## config.mk

```make
export PLATFORM = sky130hd
export DESIGN_NAME = spi_nor_command_splitter_flat
export DESIGN_NICKNAME = d
export VERILOG_FILES = /design/src/hdl/spi_ncs_pkg.sv /design/src/hdl/spi_ncs_if.sv /design/src/hdl/spi_ncs_seq.sv /design/src/hdl/spi_nor_command_splitter.sv /design/src/flat_wrapper.sv
export SDC_FILE = /design/constraint.sdc
export NUM_CORES = 1
export LEC_CHECK = 0
export ABC_AREA = 1
export BUFFER_PORTS_ARGS = -buffer_cell sky130_fd_sc_hd__buf_2
export CELL_PAD_IN_SITES_DETAIL_PLACEMENT = 1
export CELL_PAD_IN_SITES_GLOBAL_PLACEMENT = 1
export CORE_ASPECT_RATIO = 0.75
export CORE_MARGIN = 4
export CORE_UTILIZATION = 43
export DETAILED_ROUTE_END_ITERATION = 10
export HOLD_SLACK_MARGIN = 0.05
export PLACE_DENSITY = 0.85
export RECOVER_POWER = 100
export SYNTH_ARGS = -nofsm -noshare
export SYNTH_HDL_FRONTEND = slang
export SYNTH_SLANG_ARGS = --single-unit
```

## constraint.sdc

```tcl
create_clock -name clock -period 4.26 [get_ports clock]
set_clock_uncertainty 0.1 [all_clocks]
set_input_delay 0.213 -clock clock [delete_from_list [all_inputs] [get_ports clock]]
set_output_delay 0.213 -clock clock [all_outputs]
set_load 0.005 [all_outputs]
```

## src/hdl/spi_ncs_pkg.sv

```systemverilog
// Package for the SPI NOR command splitter: request modes, opcodes,
// header word type and sizing constants. No dependencies.
package spi_ncs_pkg;

   // Sizing. PAGE_BYTES must be a power of two.
   localparam int PAGE_BYTES   = 256;
   localparam int PAGE_LOG     = $clog2(PAGE_BYTES);
   localparam int MAX_TRANSFER = 4096;
   localparam int MAX_RESULTS  = 17;
   localparam int CNT_W        = $clog2(MAX_RESULTS);
   localparam int LEN_W        = 13;
   localparam int ADDR_W       = 32;
   localparam int MODE_W       = 3;

   // Request modes
   localparam logic [MODE_W-1:0] MODE_READ        = 3'd0;
   localparam logic [MODE_W-1:0] MODE_FAST_READ   = 3'd1;
   localparam logic [MODE_W-1:0] MODE_WRITE       = 3'd2;
   localparam logic [MODE_W-1:0] MODE_SECTOR_ERASE = 3'd3;
   localparam logic [MODE_W-1:0] MODE_CHIP_ERASE  = 3'd4;
   localparam logic [MODE_W-1:0] MODE_READ_ID     = 3'd5;

   // Flash opcodes
   localparam logic [7:0] OP_READ         = 8'h03;
   localparam logic [7:0] OP_FAST_READ    = 8'h0B;
   localparam logic [7:0] OP_PAGE_PROGRAM = 8'h02;
   localparam logic [7:0] OP_SECTOR_ERASE = 8'h20;
   localparam logic [7:0] OP_CHIP_ERASE   = 8'hC7;
   localparam logic [7:0] OP_READ_ID      = 8'h90;

   // Address byte counts
   localparam logic [2:0] ABYTES_NONE  = 3'd0;
   localparam logic [2:0] ABYTES_THREE = 3'd3;
   localparam logic [2:0] ABYTES_FOUR  = 3'd4;

   localparam logic [ADDR_W-1:0] ADDR_MASK_24 = 32'h00FF_FFFF;

   // One transaction header word
   typedef struct packed {
      logic [7:0]        opcode;
      logic [2:0]        address_bytes;
      logic [ADDR_W-1:0] flash_address;
      logic              dummy_bytes;
      logic [LEN_W-1:0]  data_length;
      logic              data_from_flash;
      logic              enable_write_first;
      logic              wait_busy_after;
      logic              last;
   } hdr_type;

endpackage

```

## src/hdl/spi_ncs_if.sv

```systemverilog
// Channel interfaces of the SPI NOR command splitter: request, header
// response and configuration write. Depends on spi_ncs_pkg.
interface spi_ncs_req_if;
   logic                             valid;
   logic                             ready;
   logic [spi_ncs_pkg::MODE_W-1:0]   mode;
   logic [spi_ncs_pkg::ADDR_W-1:0]   start_address;
   logic [spi_ncs_pkg::LEN_W-1:0]    byte_count;
   modport source (output valid, mode, start_address, byte_count, input ready);
   modport sink   (input valid, mode, start_address, byte_count, output ready);
endinterface

interface spi_ncs_rsp_if;
   logic                             valid;
   logic                             ready;
   logic [7:0]                       opcode;
   logic [2:0]                       address_bytes;
   logic [spi_ncs_pkg::ADDR_W-1:0]   flash_address;
   logic                             dummy_bytes;
   logic [spi_ncs_pkg::LEN_W-1:0]    data_length;
   logic                             data_from_flash;
   logic                             enable_write_first;
   logic                             wait_busy_after;
   logic                             last;
   modport source (output valid, opcode, address_bytes, flash_address, dummy_bytes,
                   data_length, data_from_flash, enable_write_first,
                   wait_busy_after, last, input ready);
   modport sink   (input valid, opcode, address_bytes, flash_address, dummy_bytes,
                   data_length, data_from_flash, enable_write_first,
                   wait_busy_after, last, output ready);
endinterface

interface spi_ncs_csr_if;
   logic valid;
   logic ready;
   logic four_byte_mode;
   modport source (output valid, four_byte_mode, input ready);
   modport sink   (input valid, four_byte_mode, output ready);
endinterface

```

## src/hdl/spi_ncs_seq.sv

```systemverilog
// Header sequencer: walks one request through its transactions, one
// header per step, with a shared min/subtract unit for the page split.
// Depends on spi_ncs_pkg.
module spi_ncs_seq (
   input  logic                             clock,
   input  logic                             reset,
   input  logic                             start,
   input  logic [spi_ncs_pkg::MODE_W-1:0]   mode,
   input  logic [spi_ncs_pkg::ADDR_W-1:0]   start_address,
   input  logic [spi_ncs_pkg::LEN_W-1:0]    byte_count,
   input  logic                             four_byte_mode,
   input  logic                             slot_free,
   output logic                             busy,
   output logic                             emit,
   output spi_ncs_pkg::hdr_type             hdr
);

   typedef enum logic {
      ST_IDLE,
      ST_EMIT
   } state_type;

   localparam int LEN_W  = spi_ncs_pkg::LEN_W;
   localparam int ADDR_W = spi_ncs_pkg::ADDR_W;
   localparam int CNT_W  = spi_ncs_pkg::CNT_W;

   state_type                        state_ff;
   logic [spi_ncs_pkg::MODE_W-1:0]   mode_ff;
   logic [ADDR_W-1:0]                addr_ff;
   logic [LEN_W-1:0]                 left_ff;
   logic [LEN_W-1:0]                 room_ff;
   logic [CNT_W-1:0]                 cnt_ff;
   logic [2:0]                       abytes_ff;

   logic [LEN_W-1:0]  count_sat;
   logic [LEN_W-1:0]  room_in;
   logic              has_work;
   logic [LEN_W-1:0]  piece;
   logic [LEN_W-1:0]  left_in;
   logic              final_piece;
   logic [ADDR_W-1:0] addr_in;
   logic [ADDR_W-1:0] addr_sent;

   // Request decode at acceptance
   assign count_sat = (byte_count > LEN_W'(spi_ncs_pkg::MAX_TRANSFER))
                    ? LEN_W'(spi_ncs_pkg::MAX_TRANSFER) : byte_count;
   assign room_in   = LEN_W'(spi_ncs_pkg::PAGE_BYTES)
                    - LEN_W'(start_address[spi_ncs_pkg::PAGE_LOG-1:0]);

   always_comb begin
      priority if (mode == spi_ncs_pkg::MODE_WRITE) begin
         has_work = (count_sat != '0);
      end else if (mode <= spi_ncs_pkg::MODE_READ_ID) begin
         has_work = 1'b1;
      end else begin
         has_work = 1'b0;
      end
   end

   // Shared unit: piece = min(left, room), remainder and next address
   assign piece       = (left_ff < room_ff) ? left_ff : room_ff;
   assign left_in     = left_ff - piece;
   assign addr_in     = addr_ff + ADDR_W'(piece);
   assign final_piece = (left_in == '0)
                     || (cnt_ff == CNT_W'(spi_ncs_pkg::MAX_RESULTS - 1));

   // Address as sent for the stored byte count
   always_comb begin
      unique case (abytes_ff)
         spi_ncs_pkg::ABYTES_FOUR:  addr_sent = addr_ff;
         spi_ncs_pkg::ABYTES_THREE: addr_sent = addr_ff & spi_ncs_pkg::ADDR_MASK_24;
         default:                   addr_sent = '0;
      endcase
   end

   // Header build per mode
   always_comb begin
      hdr                    = '0;
      hdr.address_bytes      = abytes_ff;
      hdr.flash_address      = addr_sent;
      hdr.last               = 1'b1;
      unique case (mode_ff)
         spi_ncs_pkg::MODE_READ: begin
            hdr.opcode          = spi_ncs_pkg::OP_READ;
            hdr.data_length     = left_ff;
            hdr.data_from_flash = 1'b1;
         end
         spi_ncs_pkg::MODE_FAST_READ: begin
            hdr.opcode          = spi_ncs_pkg::OP_FAST_READ;
            hdr.dummy_bytes     = 1'b1;
            hdr.data_length     = left_ff;
            hdr.data_from_flash = 1'b1;
         end
         spi_ncs_pkg::MODE_WRITE: begin
            hdr.opcode             = spi_ncs_pkg::OP_PAGE_PROGRAM;
            hdr.data_length        = piece;
            hdr.enable_write_first = 1'b1;
            hdr.wait_busy_after    = 1'b1;
            hdr.last               = final_piece;
         end
         spi_ncs_pkg::MODE_SECTOR_ERASE: begin
            hdr.opcode             = spi_ncs_pkg::OP_SECTOR_ERASE;
            hdr.enable_write_first = 1'b1;
            hdr.wait_busy_after    = 1'b1;
         end
         spi_ncs_pkg::MODE_CHIP_ERASE: begin
            hdr.opcode             = spi_ncs_pkg::OP_CHIP_ERASE;
            hdr.enable_write_first = 1'b1;
            hdr.wait_busy_after    = 1'b1;
         end
         spi_ncs_pkg::MODE_READ_ID: begin
            hdr.opcode          = spi_ncs_pkg::OP_READ_ID;
            hdr.data_length     = LEN_W'(2);
            hdr.data_from_flash = 1'b1;
         end
         default: begin
            hdr.last = 1'b1;
         end
      endcase
   end

   assign busy = (state_ff == ST_EMIT);
   assign emit = busy && slot_free;

   // Sequencer state and working registers
   always_ff @(posedge clock) begin
      if (reset) begin
         state_ff <= ST_IDLE;
      end else begin
         unique case (state_ff)
            ST_IDLE: begin
               if (start && has_work) begin
                  state_ff <= ST_EMIT;
               end
            end
            ST_EMIT: begin
               if (emit && hdr.last) begin
                  state_ff <= ST_IDLE;
               end
            end
            default: state_ff <= ST_IDLE;
         endcase
      end

      if (state_ff == ST_IDLE && start) begin
         mode_ff <= mode;
         left_ff <= count_sat;
         room_ff <= room_in;
         cnt_ff  <= '0;
         priority if (mode == spi_ncs_pkg::MODE_CHIP_ERASE) begin
            abytes_ff <= spi_ncs_pkg::ABYTES_NONE;
            addr_ff   <= '0;
         end else if (mode == spi_ncs_pkg::MODE_READ_ID) begin
            abytes_ff <= spi_ncs_pkg::ABYTES_THREE;
            addr_ff   <= '0;
         end else begin
            abytes_ff <= four_byte_mode ? spi_ncs_pkg::ABYTES_FOUR
                                        : spi_ncs_pkg::ABYTES_THREE;
            addr_ff   <= start_address;
         end
      end else if (emit) begin
         addr_ff <= addr_in;
         left_ff <= left_in;
         room_ff <= LEN_W'(spi_ncs_pkg::PAGE_BYTES);
         cnt_ff  <= cnt_ff + CNT_W'(1);
      end
   end

endmodule

```

## src/hdl/spi_nor_command_splitter.sv

```systemverilog
// Top level of the SPI NOR command splitter: channel handshakes, the
// four-byte mode register and the header output register.
// Depends on spi_ncs_pkg, spi_ncs_if and spi_ncs_seq.
//
// Usage: a request word (mode, start_address, byte_count) enters on req_ch;
// the transaction headers that carry it out leave on rsp_ch, one word per
// header, the final one flagged with last. csr_ch writes four_byte_mode and
// is always ready; write it only while no request is in flight.
// Flow: an accepted request moves the sequencer into its emit state, and
// each header it emits enters the output register and so reaches rsp_ch.
// Following headers come one per cycle while rsp_ch is ready; a request
// yields up to 17 headers (a page-split write of 4096 bytes). req_ch.ready
// is low from acceptance until the last header is in the output register;
// the sequencer's one min/subtract unit yields one header per step.
// Empty writes and unknown modes are accepted and produce nothing.
// A stall on rsp_ch holds the current header in the output register and
// freezes the sequencer; nothing is lost. Synchronous reset clears the
// sequencer, the output valid and four_byte_mode (three-byte addressing).
module spi_nor_command_splitter (
   input  logic                 clock,
   input  logic                 reset,
   spi_ncs_req_if.sink          req_ch,
   spi_ncs_rsp_if.source        rsp_ch,
   spi_ncs_csr_if.sink          csr_ch
);

   logic                  four_byte_ff;
   logic                  rsp_valid_ff;
   spi_ncs_pkg::hdr_type  rsp_hdr_ff;

   logic                  busy;
   logic                  emit;
   logic                  slot_free;
   logic                  req_take;
   spi_ncs_pkg::hdr_type  hdr;

   // Handshakes
   assign req_ch.ready = !busy;
   assign req_take     = req_ch.valid && !busy;
   assign slot_free    = !rsp_valid_ff || rsp_ch.ready;
   assign csr_ch.ready = 1'b1;

   spi_ncs_seq u_seq (
      .clock          (clock),
      .reset          (reset),
      .start          (req_take),
      .mode           (req_ch.mode),
      .start_address  (req_ch.start_address),
      .byte_count     (req_ch.byte_count),
      .four_byte_mode (four_byte_ff),
      .slot_free      (slot_free),
      .busy           (busy),
      .emit           (emit),
      .hdr            (hdr)
   );

   // Mode register
   always_ff @(posedge clock) begin
      if (reset) begin
         four_byte_ff <= 1'b0;
      end else if (csr_ch.valid) begin
         four_byte_ff <= csr_ch.four_byte_mode;
      end
   end

   // Output register
   always_ff @(posedge clock) begin
      if (reset) begin
         rsp_valid_ff <= 1'b0;
      end else if (emit) begin
         rsp_valid_ff <= 1'b1;
      end else if (rsp_ch.ready) begin
         rsp_valid_ff <= 1'b0;
      end
      if (emit) begin
         rsp_hdr_ff <= hdr;
      end
   end

   assign rsp_ch.valid              = rsp_valid_ff;
   assign rsp_ch.opcode             = rsp_hdr_ff.opcode;
   assign rsp_ch.address_bytes      = rsp_hdr_ff.address_bytes;
   assign rsp_ch.flash_address      = rsp_hdr_ff.flash_address;
   assign rsp_ch.dummy_bytes        = rsp_hdr_ff.dummy_bytes;
   assign rsp_ch.data_length        = rsp_hdr_ff.data_length;
   assign rsp_ch.data_from_flash    = rsp_hdr_ff.data_from_flash;
   assign rsp_ch.enable_write_first = rsp_hdr_ff.enable_write_first;
   assign rsp_ch.wait_busy_after    = rsp_hdr_ff.wait_busy_after;
   assign rsp_ch.last               = rsp_hdr_ff.last;

endmodule
```

## src/flat_wrapper.sv

```systemverilog
// flat-port wrapper written by rule: the top's interface ports become plain ports
module spi_nor_command_splitter_flat 
  (clock, reset, req_ch_valid, req_ch_mode, req_ch_start_address, req_ch_byte_count, req_ch_ready, rsp_ch_valid, rsp_ch_opcode, rsp_ch_address_bytes, rsp_ch_flash_address, rsp_ch_dummy_bytes, rsp_ch_data_length, rsp_ch_data_from_flash, rsp_ch_enable_write_first, rsp_ch_wait_busy_after, rsp_ch_last, rsp_ch_ready, csr_ch_valid, csr_ch_four_byte_mode, csr_ch_ready);
  spi_ncs_req_if req_ch_i ();
  spi_ncs_rsp_if rsp_ch_i ();
  spi_ncs_csr_if csr_ch_i ();
  input  logic clock;
  input  logic reset;
  input wire logic [$bits(req_ch_i.valid)-1:0] req_ch_valid;
  input wire logic [$bits(req_ch_i.mode)-1:0] req_ch_mode;
  input wire logic [$bits(req_ch_i.start_address)-1:0] req_ch_start_address;
  input wire logic [$bits(req_ch_i.byte_count)-1:0] req_ch_byte_count;
  output wire logic [$bits(req_ch_i.ready)-1:0] req_ch_ready;
  output wire logic [$bits(rsp_ch_i.valid)-1:0] rsp_ch_valid;
  output wire logic [$bits(rsp_ch_i.opcode)-1:0] rsp_ch_opcode;
  output wire logic [$bits(rsp_ch_i.address_bytes)-1:0] rsp_ch_address_bytes;
  output wire logic [$bits(rsp_ch_i.flash_address)-1:0] rsp_ch_flash_address;
  output wire logic [$bits(rsp_ch_i.dummy_bytes)-1:0] rsp_ch_dummy_bytes;
  output wire logic [$bits(rsp_ch_i.data_length)-1:0] rsp_ch_data_length;
  output wire logic [$bits(rsp_ch_i.data_from_flash)-1:0] rsp_ch_data_from_flash;
  output wire logic [$bits(rsp_ch_i.enable_write_first)-1:0] rsp_ch_enable_write_first;
  output wire logic [$bits(rsp_ch_i.wait_busy_after)-1:0] rsp_ch_wait_busy_after;
  output wire logic [$bits(rsp_ch_i.last)-1:0] rsp_ch_last;
  input wire logic [$bits(rsp_ch_i.ready)-1:0] rsp_ch_ready;
  input wire logic [$bits(csr_ch_i.valid)-1:0] csr_ch_valid;
  input wire logic [$bits(csr_ch_i.four_byte_mode)-1:0] csr_ch_four_byte_mode;
  output wire logic [$bits(csr_ch_i.ready)-1:0] csr_ch_ready;
  assign req_ch_i.valid = req_ch_valid;
  assign req_ch_i.mode = req_ch_mode;
  assign req_ch_i.start_address = req_ch_start_address;
  assign req_ch_i.byte_count = req_ch_byte_count;
  assign req_ch_ready = req_ch_i.ready;
  assign rsp_ch_valid = rsp_ch_i.valid;
  assign rsp_ch_opcode = rsp_ch_i.opcode;
  assign rsp_ch_address_bytes = rsp_ch_i.address_bytes;
  assign rsp_ch_flash_address = rsp_ch_i.flash_address;
  assign rsp_ch_dummy_bytes = rsp_ch_i.dummy_bytes;
  assign rsp_ch_data_length = rsp_ch_i.data_length;
  assign rsp_ch_data_from_flash = rsp_ch_i.data_from_flash;
  assign rsp_ch_enable_write_first = rsp_ch_i.enable_write_first;
  assign rsp_ch_wait_busy_after = rsp_ch_i.wait_busy_after;
  assign rsp_ch_last = rsp_ch_i.last;
  assign rsp_ch_i.ready = rsp_ch_ready;
  assign csr_ch_i.valid = csr_ch_valid;
  assign csr_ch_i.four_byte_mode = csr_ch_four_byte_mode;
  assign csr_ch_ready = csr_ch_i.ready;
  spi_nor_command_splitter u_core (.clock(clock), .reset(reset), .req_ch(req_ch_i), .rsp_ch(rsp_ch_i), .csr_ch(csr_ch_i));
endmodule
```

# ---- Yosys cells after proc, flatten, opt, wreduce, memory -nomap -nowiden
# Cells that the tools add are included.
dict set report word_totals {
  ff_bits 133
  latch_bits 0
  ramBits 0
  romBits 0
  inputBits 54
  output_inout_bits 64
  wordCells 82
  memories 0
}
dict set report classes {
  add_sub_neg 4
  mul 0
  div_mod_pow 0
  n_lt_le_gt_ge 3
  n_eq_ne 11
  n_shift 0
  n_mux 26
  bitwise_logic 1
  reduce_logical 18
}
# op n
set ops {}
lappend ops {{32-bit 2-to-1 mux} 4}
lappend ops {{13-bit 2-to-1 mux} 6}
lappend ops {{32-bit one-hot mux with 2 select lines} 1}
lappend ops {{8-bit one-hot mux with 6 select lines} 1}
lappend ops {{13-bit one-hot mux with 3 select lines} 1}
lappend ops {{32-bit by 13-bit adder with 32-bit output} 1}
lappend ops {{3-bit == test, second input constant} 5}
lappend ops {{13-bit > comparator, second input constant} 1}
lappend ops {{13-bit logical NOT} 1}
lappend ops {{13-bit < comparator} 1}
lappend ops {{13-bit nonzero test} 1}
lappend ops {{13-bit subtractor} 1}
lappend ops {{3-bit by 2-bit == test with 1-bit output, second input constant} 4}
lappend ops {{9-bit by 8-bit subtractor with 10-bit output, first input constant} 1}
lappend ops {{1-bit 2-to-1 mux} 9}
lappend ops {{3-bit OR reduction} 2}
lappend ops {{5-bit by 1-bit adder with 5-bit output, second input constant} 1}
lappend ops {{5-bit == test, second input constant} 1}
lappend ops {{1-bit logical AND} 5}
lappend ops {{2-bit 2-to-1 mux} 2}
lappend ops {{2-bit nonzero test} 2}
lappend ops {{2-bit OR reduction} 2}
lappend ops {{3-bit by 1-bit == test with 1-bit output, second input constant} 1}
lappend ops {{3-bit less-or-equal comparator, second input constant} 1}
lappend ops {{other kinds (6)} 8}

# ---- Longest topological paths before layout
# Gate-level depths: netlist (run 1).
dict set report logic_depth {
  ltp_word 9
  ltp_mapped 25
  mapped_depth_nobuf 24
}

# ---- Modules after synthesis
# A second synthesis (run 1) with hierarchy kept.
dict set report unflattened {
  hier_cells 847
  area_unflattened_um2 7514.7
}
# mod instances cells_each area_each_um2 seq_area_each_um2
set by_module_without_submodules {}
lappend by_module_without_submodules {spi_ncs_seq 1 771 5577.8 1891.8}
lappend by_module_without_submodules {spi_nor_command_splitter 1 76 1936.9 1871.8}

# ---- Worst setup path before layout (run 1)
# No wires, ideal clock.
dict set report synth_timing {
  kind {register to register}
  startpoint {register u_core.u_seq.left_ff[1]}
  endpoint {register u_core.u_seq.addr_ff[10], data pin}
  setup_ps 263
  arrival_time_ps 3102
  t_required_ps 3897
  setup_slack_ps 795
  stages_incl_launch_ff 19
  path_buffers 0
  synth_period_minus_slack_ps 3465
  path_cell_list {edfxtp_1 -> ha_1 -> o211ai_1 -> a21oi_1 -> o21ai_1 -> o211ai_2 -> o21ai_0 -> inv_1 -> fa_1 -> nand3_1 -> nand2_1 -> nand2_1 -> nand2_1 -> a21oi_1 -> o21ai_2 -> nand3_1 -> nand2_1 -> xnor2_1 -> o21ai_1}
}
dict set report synth_via {
  elab_chain_len 5
}
# item line
set synth_rtl {}
lappend synth_rtl {{start, declared} spi_ncs_seq.sv:30} ;# logic [LEN_W-1:0] left_ff;
lappend synth_rtl {{start signal, assigned} spi_ncs_seq.sv:147} ;# left_ff <= count_sat;
lappend synth_rtl {{start signal, assigned} spi_ncs_seq.sv:163} ;# left_ff <= left_in;
lappend synth_rtl {{13-bit < comparator} spi_ncs_seq.sv:61} ;# assign piece = (left_ff < room_ff) ? left_ff : room_ff;
lappend synth_rtl {{13-bit 2-to-1 mux *} spi_ncs_seq.sv:61}
lappend synth_rtl {{32-bit by 13-bit adder with 32-bit output *} spi_ncs_seq.sv:63} ;# assign addr_in = addr_ff + ADDR_W'(piece);
lappend synth_rtl {{32-bit 2-to-1 mux *} spi_ncs_seq.sv:161} ;# end else if (emit) begin
lappend synth_rtl {{32-bit 2-to-1 mux *} spi_ncs_seq.sv:145} ;# if (state_ff == ST_IDLE && start) begin
lappend synth_rtl {{end signal, assigned} spi_ncs_seq.sv:159} ;# addr_ff <= start_address;
lappend synth_rtl {{end signal, assigned} spi_ncs_seq.sv:162} ;# addr_ff <= addr_in;
lappend synth_rtl {{end, declared} spi_ncs_seq.sv:29} ;# logic [ADDR_W-1:0] addr_ff;
# Mark *: on every way between the ends. The rest lies on a longest branch, timed or not. The select of a mux whose other input is x is not followed.
# A chain may end at the register's enable or synchronous reset.

# ---- Worst setup path after layout (run 1)
dict set report layout_timing {
  startpoint {register u_core.u_seq.left_ff[4]}
  endpoint {register u_core.u_seq.addr_ff[27], data pin}
}
# Same word-level chain as after synthesis.

==> reports/results.ini, run 1 <==
[run_status]
outcome=complete, but fails checks
violations=capacitance limit, slew limit

[floorplan]
ios=118
die_area_um2=18900
start_util_pct=44.4
core-area_um2=16200
die_x_um=157
rows=40
dieHeight_um=120

[drt]
detail-route-antenna-nets=0
drc=0
wl_mm=24.1
vias=6594
vias_per_cell=5.56
wl_per_cell_um=20.3
drt-initial-drc-count=595
drt_pass1_iterations=5

[critical_path]
cp-start-kind=register
critPathSlowestCell=edfxtp_1
cp_max_fo=12
slowest_delay_ns=0.49
endpoint_kind=register
arrival_ns=4.07
crit_top_cell=nand2_1
worstPathCellList=ha_1 -> a21o_1 -> o21ai_1 -> o211ai_2 -> buf_4 -> nand2_1 -> o21a_1 -> inv_1 -> ha_1 -> nand2_1 -> nand2_1 -> a21oi_1 -> inv_2 -> nand2_1 -> nand2_4 -> inv_4 -> nor2_2 -> nand2_2 -> nor2_2 -> xor2_1 -> nand2_1 -> nand2_1
critPathRequiredTime_ns=4.34
crit_type=reg -> reg
reg2reg_depth=22

[power]
seqPwrFrac_pct=34.7
power_leakage_uw=0.00382
p_per_area_nw_per_um2=571
switching_power_uw=1900
clockPowerShare_pct=31.1
p_int_uw=3160
ir_drop_mv=0.288
p_sw_share_pct=37.5
p_comb_share_pct=34.3

[grt]
antenna_found_initial=1
grt_start_max_net_pins=60
grt.overflow.total=0
grt_first_pass_wirelength_mm=37.3
track_usage_pct=25.8
grt_pass1_vias=6651

[synth]
yosys-top-cells-count=nand2_1, inv_1, edfxtp_1, nor2_1, nand3_1
synthFlopType=edfxtp_1
synth.most_common_cell=nand2_1
synth_warnings=0
netlist.area_leader.share_pct=48.4
synthCells=807
ys_seq_elements=124
ys_seq_area_share_pct=50.6
synth_edf_count=116
synthArstFlopShare_pct=0
yosys.area.top_type=edfxtp_1
syn_area_um2=7200
syn_avg_cell_area_um2=8.93
synthTopCellsByArea=edfxtp_1, nand2_1, inv_1
ys_types=50

[clock_network]
tritoncts=yes
clockRootBuffer=clkbuf_16
clk_pin_slew_ns=0.06
clock_path_buffers=2
clk_latency_ns=0.43
htree_levels=4
cts_buffers=17
clock-sinks=124

[place]
place_ws_ns=0.277
gp_congestion=0.929
port_buffers=116
dp_cells=1122
dp_hpwl_mm=17.0

[sta]
tightest_slew_ns=1.91
finalMaxSlewViolations=60
slew_headroom_pct=-27.7
layout_min_cycle_time_ns=4.00
setup_tns_ns=0
setup_viol=0
max_freq_mhz=250
hold_viol_final=0
fin_ws_ns=0.263
fin_crit_sh_pct=93.8
rsz0062_at_grt=false

[final_layout]
syn_to_final_growth_pct=22.9
final_layout_size_suffix_gt1_share_pct=13.6
stdcell_count=1186
fill_cells=1944
antenna_cells=0
fin_nets=1054

[job]
maxCapViolations=1

[min_path]
holdCritPathClass=in -> reg
hold_path_depth=3

==> worst paths after layout <==
path / startpoint / to / slack, ns
setup / recovery: u_core.u_seq.left_ff[4] / u_core.u_seq.addr_ff[27] / 0.26
setup reg to reg: u_core.u_seq.left_ff[4] / u_core.u_seq.addr_ff[27] / 0.26
hold / removal: req_ch_start_address[9] / u_core.u_seq.addr_ff[9] / 0.06
hold reg to reg: u_core.u_seq.busy / u_core.u_seq.busy / 0.38
==> worst max-delay path: cells and delay by family, from the launching register on <==
kind	cells	cell delay, ns
AOI/OAI and AO/OA	5	1.05
xor gates and xnor gates	1	0.14
adders and majority gates	2	0.72
buffers and inverters	4	0.48
DFF	1	0.49
and+or+nand+nor	10	0.78
==> registers in the layout (all words and copies together) (netlist names) <==
name                           cells
u_core.four_byte_ff                1
u_core.rsp_ch.data_length         13
u_core.u_seq.addr_ff              32
u_core.u_seq.room_ff               9
u_core.u_seq.busy                  1
u_core.u_seq.cnt_ff                5
u_core.rsp_ch.address_bytes        2
u_core.rsp_ch.wait_busy_after      1
u_core.u_seq.left_ff              13
u_core.rsp_ch.opcode               6
u_core.rsp_ch.dummy_bytes          1
u_core.rsp_ch.data_from_flash      1
u_core.u_seq.mode_ff               3
u_core.u_seq.abytes_ff             2
u_core.rsp_ch.valid                1
u_core.rsp_ch.flash_address       32
u_core.rsp_ch.last                 1
==> stage by stage <==
stage / cell area (µm²) / utilization (%) / hold WS (ns) / total power [µW]
2_1_floorplan: 7220 / - / 0.182 / 2880
3_3_place_gp: 8010 / 49.4 / 0.310 / 3330
3_5_place_dp: 8010 / 49.4 / 0.317 / 3430
4_1_cts: 8950 / 55.2 / 0.0528 / 5030
5_1_grt: 8850 / 54.6 / 0.0507 / 5340
6_report: 8850 / 54.6 / 0.0564 / 5060
==> power groups by stage <==
stage / Sequential (µW) / Clock (µW) / Combinational [µW]
finish: 1750 / 1570 / 1730
detailed placement: 1760 / 0 / 1670
global route: 1760 / 1650 / 1930
CTS: 1740 / 1570 / 1720
global placement: 1750 / 0 / 1590
floorplan: 1700 / 0 / 1180
==> layer usage <==
layer  GRT usage (%)  up-vias  share of wire (%)
met5               0        -                  0
met4            5.48        0                1.6
met3            5.80       24                7.1
met2            39.1      304                 45
met1            38.0     3226                 46
li1                -     3040                  -
==> final cells by class <==
class	instances	area (µm²)	share of cell area (%)
multi-input combinational	539	2960	33.4
clock inverter	15	198	2.23
clock buffer	17	425	4.81
timing repair buffer	155	887	10.0
inverter	126	475	5.37
sequential	124	3640	41.2
tap	210	263	2.97
==> logic make-up after synthesis <==
family | after synthesis | synth area share (%)
buffers and inverters | 147 | 8.09
adder cells (fa/ha/maj) | 37 | 6.63
AND/OR/NAND/NOR | 341 | 20.9
AO/OA/AOI/OAI | 136 | 11.2
other | 2 | 0.104
flip-flops | 124 | 50.6
XOR/XNOR | 20 | 2.43
==> placed cells by master, fill, tap and decap left out, types with 3 or more instances in the layout <==
| master | count |
|---|---|
| ha_1 | 35 |
| clkbuf_1 | 44 |
| inv_2 | 4 |
| clkinv_1 | 3 |
| buf_4 | 3 |
| o21ai_0 | 39 |
| o21ai_1 | 4 |
| nor2_1 | 84 |
| o21a_1 | 8 |
| inv_1 | 120 |
| xnor2_1 | 6 |
| nand3_1 | 57 |
| buf_2 | 73 |
| bufinv_16 | 4 |
| o31ai_1 | 3 |
| nand2_2 | 3 |
| a31oi_1 | 8 |
| dlygate4sd3_1 | 32 |
| xor2_1 | 14 |
| clkinvlp_4 | 4 |
| clkbuf_16 | 17 |
| dfxtp_1 | 8 |
| clkinv_4 | 3 |
| nand4_1 | 9 |
| conb_1 | 5 |
| edfxtp_1 | 116 |
| nor3_1 | 11 |
| nand2_1 | 152 |
| o22ai_1 | 12 |
| a21oi_2 | 4 |
| a21oi_1 | 46 |
| nor2_2 | 3 |
| nor4_1 | 10 |
==> what timing repair did <==
item	CTS	global route
hold buffers	32	0
setup endpoints to repair	0	2
buffers inserted	0	0
hold endpoints to repair	32	0
resized for setup	0	2
Power figures use the tool's default switching activity.
==> run 2: changes to the inputs <==
- SETUP_SLACK_MARGIN: unset -> 0.4
==> run 2 against run 1 <==
Against the previous run:
- the flow still finishes with violations (capacitance limit, slew limit)
- die area stayed put
- global-route usage is 0.33 points lower
- highest routed layer unchanged
- via count is 1.9% higher
- sequential cell count stayed put
- clock-buffer cell count stayed put
==> reports/results.ini, run 2 (synthesis gave the netlist of run 1 again) <==
[drt]
vias_per_cell=5.60  ; +0.79%
vias=6719  ; +1.9%
drt_pass1_iterations=7  ; +2
wl_mm=25.2  ; +4.6%
wl_per_cell_um=21.0  ; +3.5%
drc=0  ; unchanged
detail-route-antenna-nets=0  ; unchanged
drt-initial-drc-count=621  ; +4.4%

[job]
maxCapViolations=2  ; +1

[grt]
grt_start_max_net_pins=60  ; unchanged
track_usage_pct=25.5  ; -0.33 points
antenna_found_initial=1  ; unchanged
busiest_layer=met2
grt_pass1_vias=6662  ; +0.17%
grt_use_met2_pct=39.0  ; -0.13 points
met3_usage_pct=5.30  ; -0.50 points
grt.overflow.total=0  ; unchanged
grt_first_pass_wirelength_mm=37.0  ; -0.74%
met1_usage_pct=37.8  ; -0.27 points

[clock_network]
tritoncts=yes
cts_buffers=17  ; unchanged
clk_pin_slew_ns=0.06  ; about the same
clockRootBuffer=clkbuf_16
clk_latency_ns=0.43  ; about the same
clock_path_buffers=2  ; unchanged
htree_levels=4  ; unchanged
clock-sinks=124  ; unchanged

[critical_path]
path_delay_family=compound AO/OA/AOI/OAI gates
slowest_delay_ns=0.41  ; -0.08 ns
cp-start-kind=register
endpoint_kind=register
reg2reg_from=u_core.u_seq.room_ff[8]
crit_top_cell=nand2_1
r2r-end=u_core.u_seq.addr_ff[10]
arrival_ns=3.94  ; -0.13 ns
reg2reg_depth=21  ; -4.5%
critPathLaunch=u_core.u_seq.room_ff[8]
worstPathCellList=inv_1 -> ha_1 -> nand2_1 -> nor3_1 -> o21ai_2 -> o211ai_4 -> buf_6 -> nand2_1 -> o21a_1 -> inv_1 -> ha_4 -> a21oi_2 -> nand2_2 -> nand2_1 -> nand2_1 -> a21oi_1 -> o21ai_2 -> nand3_1 -> nand2_1 -> xnor2_1 -> o21ai_1
cp_num_buf_inv=3  ; -1
critPathRequiredTime_ns=4.28  ; -0.06 ns
cp_max_fo=7  ; -5
crit_type=reg -> reg
reg2reg_slack_ns=0.34  ; +0.07 ns
critPathSlowestCell=edfxtp_1

[run_status]
violations=capacitance limit, slew limit
outcome=complete, but fails checks

[sta]
finalMaxSlewViolations=98  ; +63%
layout_min_cycle_time_ns=3.92  ; -0.0730 ns
tightest_slew_ns=2.12  ; +0.212 ns
rsz0062_at_grt=false
setup_viol=0  ; unchanged
fin_ws_ns=0.336  ; +0.0730 ns
slew_headroom_pct=-41.6  ; -14 points
setup_tns_ns=0  ; unchanged
whs_ns=0.0600  ; +0.00364 ns
max_freq_mhz=255  ; +1.9%
hold_viol_final=0  ; unchanged
fin_crit_sh_pct=92.1  ; -1.7 points

[final_layout]
syn_to_final_growth_pct=26.7
fin_nets=1067  ; +1.2%
final_layout_size_suffix_gt1_share_pct=17.5  ; +3.9 points
final_cell_mix=nand2_1, inv_1, edfxtp_1, nor2_1, buf_2
multi_input_comb_area_um2=3130  ; +5.7%
fill_cells=1924  ; -1.0%
regArea_um2=3640  ; unchanged
final_common_cell=nand2_1
antenna_cells=0  ; unchanged

[min_path]
worstHoldStart=req_ch_start_address[9]
hold_end=u_core.u_seq.addr_ff[9]
holdCritPathClass=in -> reg
hold_path_depth=3  ; unchanged

[place]
port_buffers=116  ; unchanged
gp_congestion=0.929  ; unchanged
dp_hpwl_mm=17.0  ; unchanged
place_ws_ns=0.277  ; unchanged

[power]
ir_drop_mv=0.296  ; +2.9%
p_total_uw=5300  ; +4.8%
power_leakage_uw=0.00392  ; +2.6%
p_per_area_nw_per_um2=580  ; +1.6%

[floorplan]
dieHeight_um=120  ; unchanged
core-area_um2=16200  ; unchanged
ios=118  ; unchanged
start_util_pct=44.4  ; unchanged
die_x_um=157  ; unchanged
die_area_um2=18900  ; unchanged
rows=40  ; unchanged

==> run 2: cell types whose count changed in the layout (fill, tap and decap cells not counted), sizes merged <==
cell / previous run / this run
buf: 77 / 90
==> run 2: worst max path at each step <==
stage	to	slack [ns]	cells past startpoint
2_1_floorplan	u_core.u_seq.addr_ff[10]	0.80	18
3_3_place_gp	u_core.u_seq.addr_ff[10]	0.47	19
3_5_place_dp	u_core.u_seq.busy	0.28	18
4_1_cts	u_core.u_seq.addr_ff[26]	0.41	20
5_1_grt	u_core.u_seq.addr_ff[10]	0.18	21
6_report	u_core.u_seq.addr_ff[10]	0.34	21
==> run 2: worst register-to-register path, stage by stage (launching register included) <==
cell,delay [ns]
edfxtp_1,0.41
inv_1,0.07
ha_1,0.31
nand2_1,0.12
nor3_1,0.24
o21ai_2,0.11
o211ai_4,0.14
buf_6,0.17
nand2_1,0.06
o21a_1,0.17
inv_1,0.14
ha_4,0.24
a21oi_2,0.17
nand2_2,0.10
nand2_1,0.12
nand2_1,0.09
a21oi_1,0.34
o21ai_2,0.13
nand3_1,0.10
nand2_1,0.08
xnor2_1,0.14
o21ai_1,0.07
==> run 2: timing repair <==
item | 4_1_cts | 5_1_grt
setup endpoints to repair | 6 | 22
hold buffers | 32 | 0
buffers inserted | 3 | 9
pin swaps | 0 | 6
resized for setup | 2 | 48
cloned | 0 | 1
endpoints found under the hold margin | 32 | 0
==> run 2: layout make-up <==
| type | instances | share of cell area, % |
|---|---|---|
| clock buffers | 17 | 4.66 |
| clock inverters | 15 | 2.17 |
| inverters | 126 | 5.24 |
| multi-input cells | 539 | 34.3 |
| flip-flops and latches | 124 | 39.9 |
| well taps | 210 | 2.88 |
| repair buffers | 168 | 10.9 |
==> run 2: routing by layer <==
layer / vias to the layer above / wire [µm]
met2: 326 / 11700
met1: 3306 / 11300
met4: 0 / 291
met3: 22 / 1870
li1: 3065 / -
met5: - / 0
==> run 2: power by group <==
| group | switching, µW | total (µW) | leakage [µW] | internal [µW] |
|---|---|---|---|---|
| combinational | 1260 | 1980 | 0.00243 | 716 |
| clock | 589 | 1570 | 0.000291 | 977 |
| sequential | 156 | 1750 | 0.00120 | 1600 |
==> run 2: through the flow <==
step	utilization, %	instance area [µm²]	instances
6_report	56.3	9130	1199
5_1_grt	56.3	9130	1199
4_1_cts	55.4	8980	1189
3_5_place_dp	49.4	8010	1122
3_3_place_gp	49.4	8010	1122
2_1_floorplan	-	7220	810
